===== config.mk =====
export PLATFORM = sky130hd
export DESIGN_NAME = fraction_normalizer_unit
export DESIGN_NICKNAME = d
export VERILOG_FILES = /design/src/rtl/fnorm_pkg.sv /design/src/rtl/fraction_normalizer_unit.sv /design/src/rtl/fnorm_sub.sv
export VERILOG_INCLUDE_DIRS = /design/src /design/src/rtl
export SDC_FILE = /design/constraint.sdc
export NUM_CORES = 1
export LEC_CHECK = 0
export CAP_MARGIN = 20
export CORE_ASPECT_RATIO = 1.4
export CORE_MARGIN = 4
export CORE_UTILIZATION = 60
export DETAILED_ROUTE_END_ITERATION = 10
export DONT_BUFFER_PORTS = 1
export PLACE_DENSITY = 0.86
export SYNTH_ARGS = -nofsm -noshare
export SYNTH_HDL_FRONTEND = slang
export SYNTH_HIERARCHICAL = 1
export SYNTH_SLANG_ARGS = --single-unit

===== constraint.sdc =====
create_clock -name clock -period 12.2 [get_ports clock]
set_input_delay 2.44 -clock clock [delete_from_list [all_inputs] [get_ports clock]]
set_output_delay 2.44 -clock clock [all_outputs]
set_load 0.1 [all_outputs]

===== src/rtl/assert_macros.svh =====
// Assertion macros for the RTL file that checks its own logic.
`ifndef ASSERT_MACROS_SVH
`define ASSERT_MACROS_SVH

// Clocked assertion that is switched off while reset is high.
`define FN_ASSERT_RST(label, clk, rst, prop, msg) \
   label: assert property (@(posedge clk) disable iff (rst) (prop)) else $error(msg);

// Clocked assertion that also holds during reset.
`define FN_ASSERT_CLK(label, clk, prop, msg) \
   label: assert property (@(posedge clk) (prop)) else $error(msg);

`endif


===== src/rtl/fnorm_pkg.sv =====
// Shared types and constants of the fraction normalizer.
package fnorm_pkg;

   localparam int unsigned DataW = 32;
   localparam int unsigned DenW  = 31;
   localparam int unsigned UnitW = DataW + 1;
   localparam int unsigned CntW  = 5;

   localparam logic [CntW-1:0] DIV_LAST = CntW'(DataW - 1);

   typedef enum logic [2:0] {
      ST_IDLE,
      ST_GCD,
      ST_DIVN,
      ST_DIVD,
      ST_DONE
   } fnorm_state_type;

   typedef struct packed {
      logic             ge;
      logic [UnitW-1:0] diff;
   } fnorm_sub_type;

endpackage


===== src/rtl/fraction_normalizer_unit.sv =====
// Top level of the fraction normalizer: reduces a signed fraction to lowest terms.
//
//   Channel   Direction  Handshake             Payload
//   req       in         req_tvalid/tready     tdata[31:0] num_in, [63:32] den_in
//   rsp       out        rsp_tvalid/tready     tdata[31:0] num_out, [62:32] den_out
//
// One request is worked on at a time; req_tready is high only while the sequencer is idle.
// A zero numerator goes straight from acceptance to the done state. Otherwise a binary GCD
// loop runs one step per cycle through the shared subtractor, then two restoring divisions
// reuse the same unit, first for the numerator and then for the denominator.
// The result register lets a finished result wait on rsp_tready while the unit is idle.
// Reset is synchronous and active high; it clears the sequencer and the output valid.
`include "assert_macros.svh"

module fraction_normalizer_unit (
   input  logic        clock,
   input  logic        reset,
   input  logic        req_tvalid,
   output logic        req_tready,
   input  logic [63:0] req_tdata,   // [31:0] num_in, [63:32] den_in
   output logic        rsp_tvalid,
   input  logic        rsp_tready,
   output logic [63:0] rsp_tdata    // [31:0] num_out, [62:32] den_out, [63] zero
);
   import fnorm_pkg::*;

   fnorm_state_type state_ff, state_in;

   // Magnitudes of the normalized fraction and the sign of the result.
   logic [DataW-1:0] mag_ff, mag_in;
   logic [DataW-1:0] dmag_ff, dmag_in;
   logic             neg_ff, neg_in;

   // Binary GCD operands and the count of shared factors of two.
   logic [DataW-1:0] a_ff, a_in;
   logic [DataW-1:0] b_ff, b_in;
   logic [CntW-1:0]  k_ff, k_in;
   logic [DataW-1:0] g_ff, g_in;

   // Restoring divider: partial remainder, dividend/quotient shifter, step count.
   logic [DataW-1:0] rem_ff, rem_in;
   logic [DataW-1:0] quo_ff, quo_in;
   logic [CntW-1:0]  cnt_ff, cnt_in;

   // Finished result and the output register.
   logic [DataW-1:0] qn_ff, qn_in;
   logic [DenW-1:0]  qd_ff, qd_in;
   logic             rsp_valid_ff, rsp_valid_in;
   logic [DataW-1:0] rsp_num_ff, rsp_num_in;
   logic [DenW-1:0]  rsp_den_ff, rsp_den_in;

   logic [UnitW-1:0] unit_x, unit_y;
   fnorm_sub_type    unit_res;

   logic             req_accept;
   logic [DataW-1:0] req_num, req_den;
   logic             req_num_zero;
   logic             out_free;
   logic             div_last;
   logic [DataW-1:0] rem_next;
   logic [DataW-1:0] q_next;

   // Sequencer phases watched by the checks at the end.
   logic             in_gcd;
   logic             in_div;
   logic             div_end;

   fnorm_sub u_sub (
      .x   (unit_x),
      .y   (unit_y),
      .res (unit_res)
   );

   assign req_accept   = req_tvalid & req_tready;
   assign req_num      = req_tdata[DataW-1:0];
   assign req_den      = req_tdata[2*DataW-1:DataW];
   assign req_num_zero = (req_num == '0);
   assign out_free     = ~rsp_valid_ff | rsp_tready;
   assign div_last     = (cnt_ff == DIV_LAST);

   assign in_gcd  = (state_ff == ST_GCD);
   assign in_div  = (state_ff == ST_DIVN) | (state_ff == ST_DIVD);
   assign div_end = in_div & div_last;

   // One restoring division step: keep the difference when the trial value fits.
   assign rem_next = unit_res.ge ? unit_res.diff[DataW-1:0] : unit_x[DataW-1:0];
   assign q_next   = {quo_ff[DataW-2:0], unit_res.ge};

   // Next state of the sequencer.
   always_comb begin
      state_in = state_ff;
      unique case (state_ff)
         ST_IDLE: begin
            if (req_accept) begin
               state_in = req_num_zero ? ST_DONE : ST_GCD;
            end
         end
         ST_GCD: begin
            if (b_ff == '0) begin
               state_in = ST_DIVN;
            end
         end
         ST_DIVN: begin
            if (div_last) begin
               state_in = ST_DIVD;
            end
         end
         ST_DIVD: begin
            if (div_last) begin
               state_in = ST_DONE;
            end
         end
         ST_DONE: begin
            if (out_free) begin
               state_in = ST_IDLE;
            end
         end
         default: state_in = ST_IDLE;
      endcase
   end

   // Sequencer outputs: request ready and the operands of the shared unit.
   always_comb begin
      req_tready = 1'b0;
      unit_x     = '0;
      unit_y     = '0;
      unique case (state_ff)
         ST_IDLE: begin
            req_tready = 1'b1;
         end
         ST_GCD: begin
            unit_x = {1'b0, a_ff};
            unit_y = {1'b0, b_ff};
         end
         ST_DIVN, ST_DIVD: begin
            unit_x = {rem_ff, quo_ff[DataW-1]};
            unit_y = {1'b0, g_ff};
         end
         ST_DONE: begin
            req_tready = 1'b0;
         end
         default: req_tready = 1'b0;
      endcase
   end

   // Datapath next values.
   always_comb begin
      mag_in       = mag_ff;
      dmag_in      = dmag_ff;
      neg_in       = neg_ff;
      a_in         = a_ff;
      b_in         = b_ff;
      k_in         = k_ff;
      g_in         = g_ff;
      rem_in       = rem_ff;
      quo_in       = quo_ff;
      cnt_in       = cnt_ff;
      qn_in        = qn_ff;
      qd_in        = qd_ff;
      rsp_valid_in = rsp_valid_ff & ~rsp_tready;
      rsp_num_in   = rsp_num_ff;
      rsp_den_in   = rsp_den_ff;

      unique case (state_ff)
         ST_IDLE: begin
            if (req_accept) begin
               // Flipping both signs for a negative denominator leaves the result sign
               // as the exclusive or of the two input signs.
               neg_in  = req_num[DataW-1] ^ req_den[DataW-1];
               mag_in  = req_num[DataW-1] ? (~req_num + 1'b1) : req_num;
               dmag_in = req_den[DataW-1] ? (~req_den + 1'b1) : req_den;
               a_in    = req_num[DataW-1] ? (~req_num + 1'b1) : req_num;
               b_in    = req_den[DataW-1] ? (~req_den + 1'b1) : req_den;
               k_in    = '0;
               qn_in   = '0;
               qd_in   = DenW'(1);
            end
         end
         ST_GCD: begin
            priority if (b_ff == '0) begin
               g_in   = a_ff << k_ff;
               rem_in = '0;
               quo_in = mag_ff;
               cnt_in = '0;
            end else if (!a_ff[0] && !b_ff[0]) begin
               a_in = a_ff >> 1;
               b_in = b_ff >> 1;
               k_in = k_ff + 1'b1;
            end else if (!a_ff[0]) begin
               a_in = a_ff >> 1;
            end else if (!b_ff[0]) begin
               b_in = b_ff >> 1;
            end else if (unit_res.ge) begin
               a_in = b_ff;
               b_in = unit_res.diff[DataW-1:0];
            end else begin
               // Swap so that the next subtraction takes the smaller from the larger.
               a_in = b_ff;
               b_in = a_ff;
            end
         end
         ST_DIVN: begin
            if (div_last) begin
               qn_in  = neg_ff ? (~q_next + 1'b1) : q_next;
               rem_in = '0;
               quo_in = dmag_ff;
               cnt_in = '0;
            end else begin
               rem_in = rem_next;
               quo_in = q_next;
               cnt_in = cnt_ff + 1'b1;
            end
         end
         ST_DIVD: begin
            rem_in = rem_next;
            quo_in = q_next;
            cnt_in = cnt_ff + 1'b1;
            if (div_last) begin
               qd_in = q_next[DenW-1:0];
            end
         end
         ST_DONE: begin
            if (out_free) begin
               rsp_valid_in = 1'b1;
               rsp_num_in   = qn_ff;
               rsp_den_in   = qd_ff;
            end
         end
         default: rsp_valid_in = rsp_valid_ff & ~rsp_tready;
      endcase
   end

   always_ff @(posedge clock) begin
      if (reset) begin
         state_ff     <= ST_IDLE;
         rsp_valid_ff <= 1'b0;
      end else begin
         state_ff     <= state_in;
         rsp_valid_ff <= rsp_valid_in;
      end
   end

   always_ff @(posedge clock) begin
      mag_ff     <= mag_in;
      dmag_ff    <= dmag_in;
      neg_ff     <= neg_in;
      a_ff       <= a_in;
      b_ff       <= b_in;
      k_ff       <= k_in;
      g_ff       <= g_in;
      rem_ff     <= rem_in;
      quo_ff     <= quo_in;
      cnt_ff     <= cnt_in;
      qn_ff      <= qn_in;
      qd_ff      <= qd_in;
      rsp_num_ff <= rsp_num_in;
      rsp_den_ff <= rsp_den_in;
   end

   assign rsp_tvalid = rsp_valid_ff;
   assign rsp_tdata  = {1'b0, rsp_den_ff, rsp_num_ff};

   // The GCD loop keeps a nonzero operand in a, since the numerator is nonzero there.
   `FN_ASSERT_RST(a_nonzero_in_gcd, clock, reset, in_gcd |-> (a_ff != '0), "gcd operand is zero")
   // Both divisions run with a nonzero divisor.
   `FN_ASSERT_RST(divisor_nonzero, clock, reset, in_div |-> (g_ff != '0), "divisor is zero")
   // The divisor is a common divisor, so each division ends with no remainder.
   `FN_ASSERT_RST(exact_div, clock, reset, div_end |-> (rem_next == '0), "remainder not zero")

endmodule


===== src/rtl/fnorm_sub.sv =====
// Shared subtract and compare unit used by the GCD loop and the divider.
module fnorm_sub (
   input  logic [fnorm_pkg::UnitW-1:0] x,
   input  logic [fnorm_pkg::UnitW-1:0] y,
   output fnorm_pkg::fnorm_sub_type    res
);
   import fnorm_pkg::*;

   logic [UnitW:0] wide;

   // The extra top bit is the borrow; no borrow means x >= y.
   assign wide     = {1'b0, x} - {1'b0, y};
   assign res.diff = wide[UnitW-1:0];
   assign res.ge   = ~wide[UnitW];

endmodule

==> flow_summary_export.csv <==
group,metric,value,unit
grt,grt_pass1_vias,15300,
grt,antenna_found_initial,2,
timing,hold_violations,0,
layout,synthToLayoutAreaGrowth,7.02,%
setup_path,cp_top_family,"compound AO/OA/AOI/OAI gates",
layout,nNetsFinal,1928,
cts,clk_pin_slew_worst_paths,70,ps
cts,cts_max_path_buffers,3,
timing,worst_slew_pin_slew,1230,ps
timing,drv_slew,0,
logic_synthesis,synth_warnings,6,
layout,final_common_cell,"edfxtp_1",
setup_path,cp_num_cells,19,
route,postRouteAntennaNets,0,
layout,instances_no_fill,2295,
power_and_ir_drop,p_leak,0.00780,uW
timing,skew,19.1,ps
grt,grt_pass1_wl,92500,um
timing,rsz0062_at_grt,"false",
setup_path,r2r-start,"state_ff[1]",
setup_path,path_cells,"nor3b_2 > buf_4 > buf_4 > a22o_1 > inv_1 > ha_1 > a21o_1 > a32o_1 > o211ai_2 > a21oi_2 > o41ai_2 > o21ai_2 > inv_2 > ha_1 > nor2b_1 > nand4_1 > o41ai_1 > xor2_1 > nor2_1",
grt,overflow,0,
layout,final_cell_mix,"361 x edfxtp_1, 238 x nand2_1, 131 x nor2_1, 83 x mux2i_1, 80 x a21oi_1",
die,die-height,227,um
power_and_ir_drop,irDropWorstVdd,0.0976,mV
logic_synthesis,synth.cell_area,20600,um^2
worst_hold_path,hp-class,"reg -> reg",
cts,htreeDepth,2,
grt,grt_max_degree,83,
route,drtIter0Drc,2344,
setup_path,critical_path.max_stage_delay,760,ps
grt,grtUsageTotal,32.6,%
cts,numCtsBuffers,35,
timing,slew_headroom,17.0,%
place,dpl.cell_count,2231,
setup_path,r2r_cells,19,
route,wl,62600,um
setup_path,crit_buf_inv,4,
timing,setup_violations,0,
flow_run,maxCapViolCount,0,
route,drc,0,
die,ios,134,
setup_path,crit_end,"qn_ff[20]",
cts,ctsHoldBuffers,0,
cts,insertion_delay,540,ps
cts,post_cts_buffers,0,
layout,layout-drive-gt1-share,8.03,%
setup_path,rrSetupSlack,5460,ps
layout,diodes,0,
power_and_ir_drop,power_density,149,nW/um^2
die,rows,80,
setup_path,arrival,7000,ps
setup_path,r2r_end,"qn_ff[20]",
status,status,"finished, final reports clean",
setup_path,crit_fanout,82,
setup_path,end_kind,"flip-flop",
place,io_buffers,0,
setup_path,worstPathRequired,12470,ps
place,place.gp.congestion,0.960,
power_and_ir_drop,power.total,3290,uW
setup_path,worstSetupPathType,"reg -> reg",
timing,min_period,6740,ps
cts,cts-root-buf,"clkbuf_16",
die,fp.dieArea,37400,um^2
die,start_util,60.6,%
route,wl_per_cell,27.3,um
cts,cts_resized,0,
setup_path,crit_slowest_cell,"buf_4",
place,dp_hpwl,44400,um
logic_synthesis,syn_inst,1881,
cts,clkSinkCount,365,
timing,max_freq,148,MHz
die,dieWidth,165,um
route,first_pass_iters,7,
setup_path,startpoint_type,"flip-flop",
die,core_area,34000,um^2
timing,setup_tns,0,ps
route,vias,16100,
setup_path,crit_start,"state_ff[1]",
cts,tritoncts,"built",
logic_synthesis,postSynthAreaPerCell,11.0,um^2
timing,layout_worst_path_cycle_share,55.2,%
route,avgViaCountPerCell,7.01,
==> registers in the layout (all words and copies together) (netlist names) <==
signal      flops
rem_ff         32
cnt_ff          5
rsp_num_ff     32
rsp_den_ff     31
qn_ff          32
a_ff           32
qd_ff          31
k_ff            5
state_ff        3
neg_ff          1
mag_ff         32
b_ff           32
dmag_ff        32
quo_ff         32
g_ff           32
rsp_tvalid      1
==> per-stage QoR <==
step	util, %	cell area, um^2	worst slack (ps)	hold slack, ps
final	64.9	22100	5460	416
after global routing	64.9	22100	5030	427
after CTS	64.7	22000	5560	418
after detailed placement	61.5	20900	5630	405
after global placement	61.5	20900	5980	401
after floorplan	-	20600	6210	400
==> worst register-to-register path: cells and delay by family, from the launching register on <==
family | cells | cell delay (ps)
adders and majority gates | 2 | 720
DFF | 1 | 420
buffers and inverters | 4 | 1810
xor gates and xnor gates | 1 | 190
and+or+nand+nor | 4 | 1060
AOI/OAI and AO/OA | 8 | 2300
==> how the worst min path moves through the flow <==
| stage | startpoint | end | slack [ps] | depth (start not counted) |
|---|---|---|---|---|
| 6_report | qd_ff[29] | rsp_den_ff[29] | 420 | 0 |
| 3_3_place_gp | qn_ff[3] | rsp_num_ff[3] | 400 | 0 |
| 4_1_cts | qn_ff[12] | rsp_num_ff[12] | 420 | 0 |
| 5_1_grt | qd_ff[29] | rsp_den_ff[29] | 430 | 0 |
| 3_5_place_dp | qd_ff[29] | rsp_den_ff[29] | 400 | 0 |
| 2_1_floorplan | qd_ff[0] | rsp_den_ff[0] | 400 | 0 |
==> per-layer routing <==
metal,share of wire (%),track usage (%),up-vias
met5,0.019,0,-
li1,-,-,6956
met3,9.1,6.30,263
met1,34,38.0,7765
met2,48,53.5,1094
met4,8.8,23.8,2
==> layout make-up <==
| class | count | area (um^2) |
|---|---|---|
| inverters | 60 | 225 |
| clock buffers | 42 | 923 |
| multi-input cells | 1332 | 9030 |
| fillers | 2466 | 12000 |
| clock inverters | 19 | 165 |
| well taps | 451 | 564 |
| flip-flops and latches | 365 | 10900 |
| repair buffers | 26 | 240 |
==> power breakdown <==
group,leakage (uW),switching [uW],internal [uW]
clock,0.000529,473,587
combinational,0.00390,437,250
sequential,0.00337,77.5,1470
total,0.00780,988,2300
No activity file was read; power rests on OpenSTA's default activity.
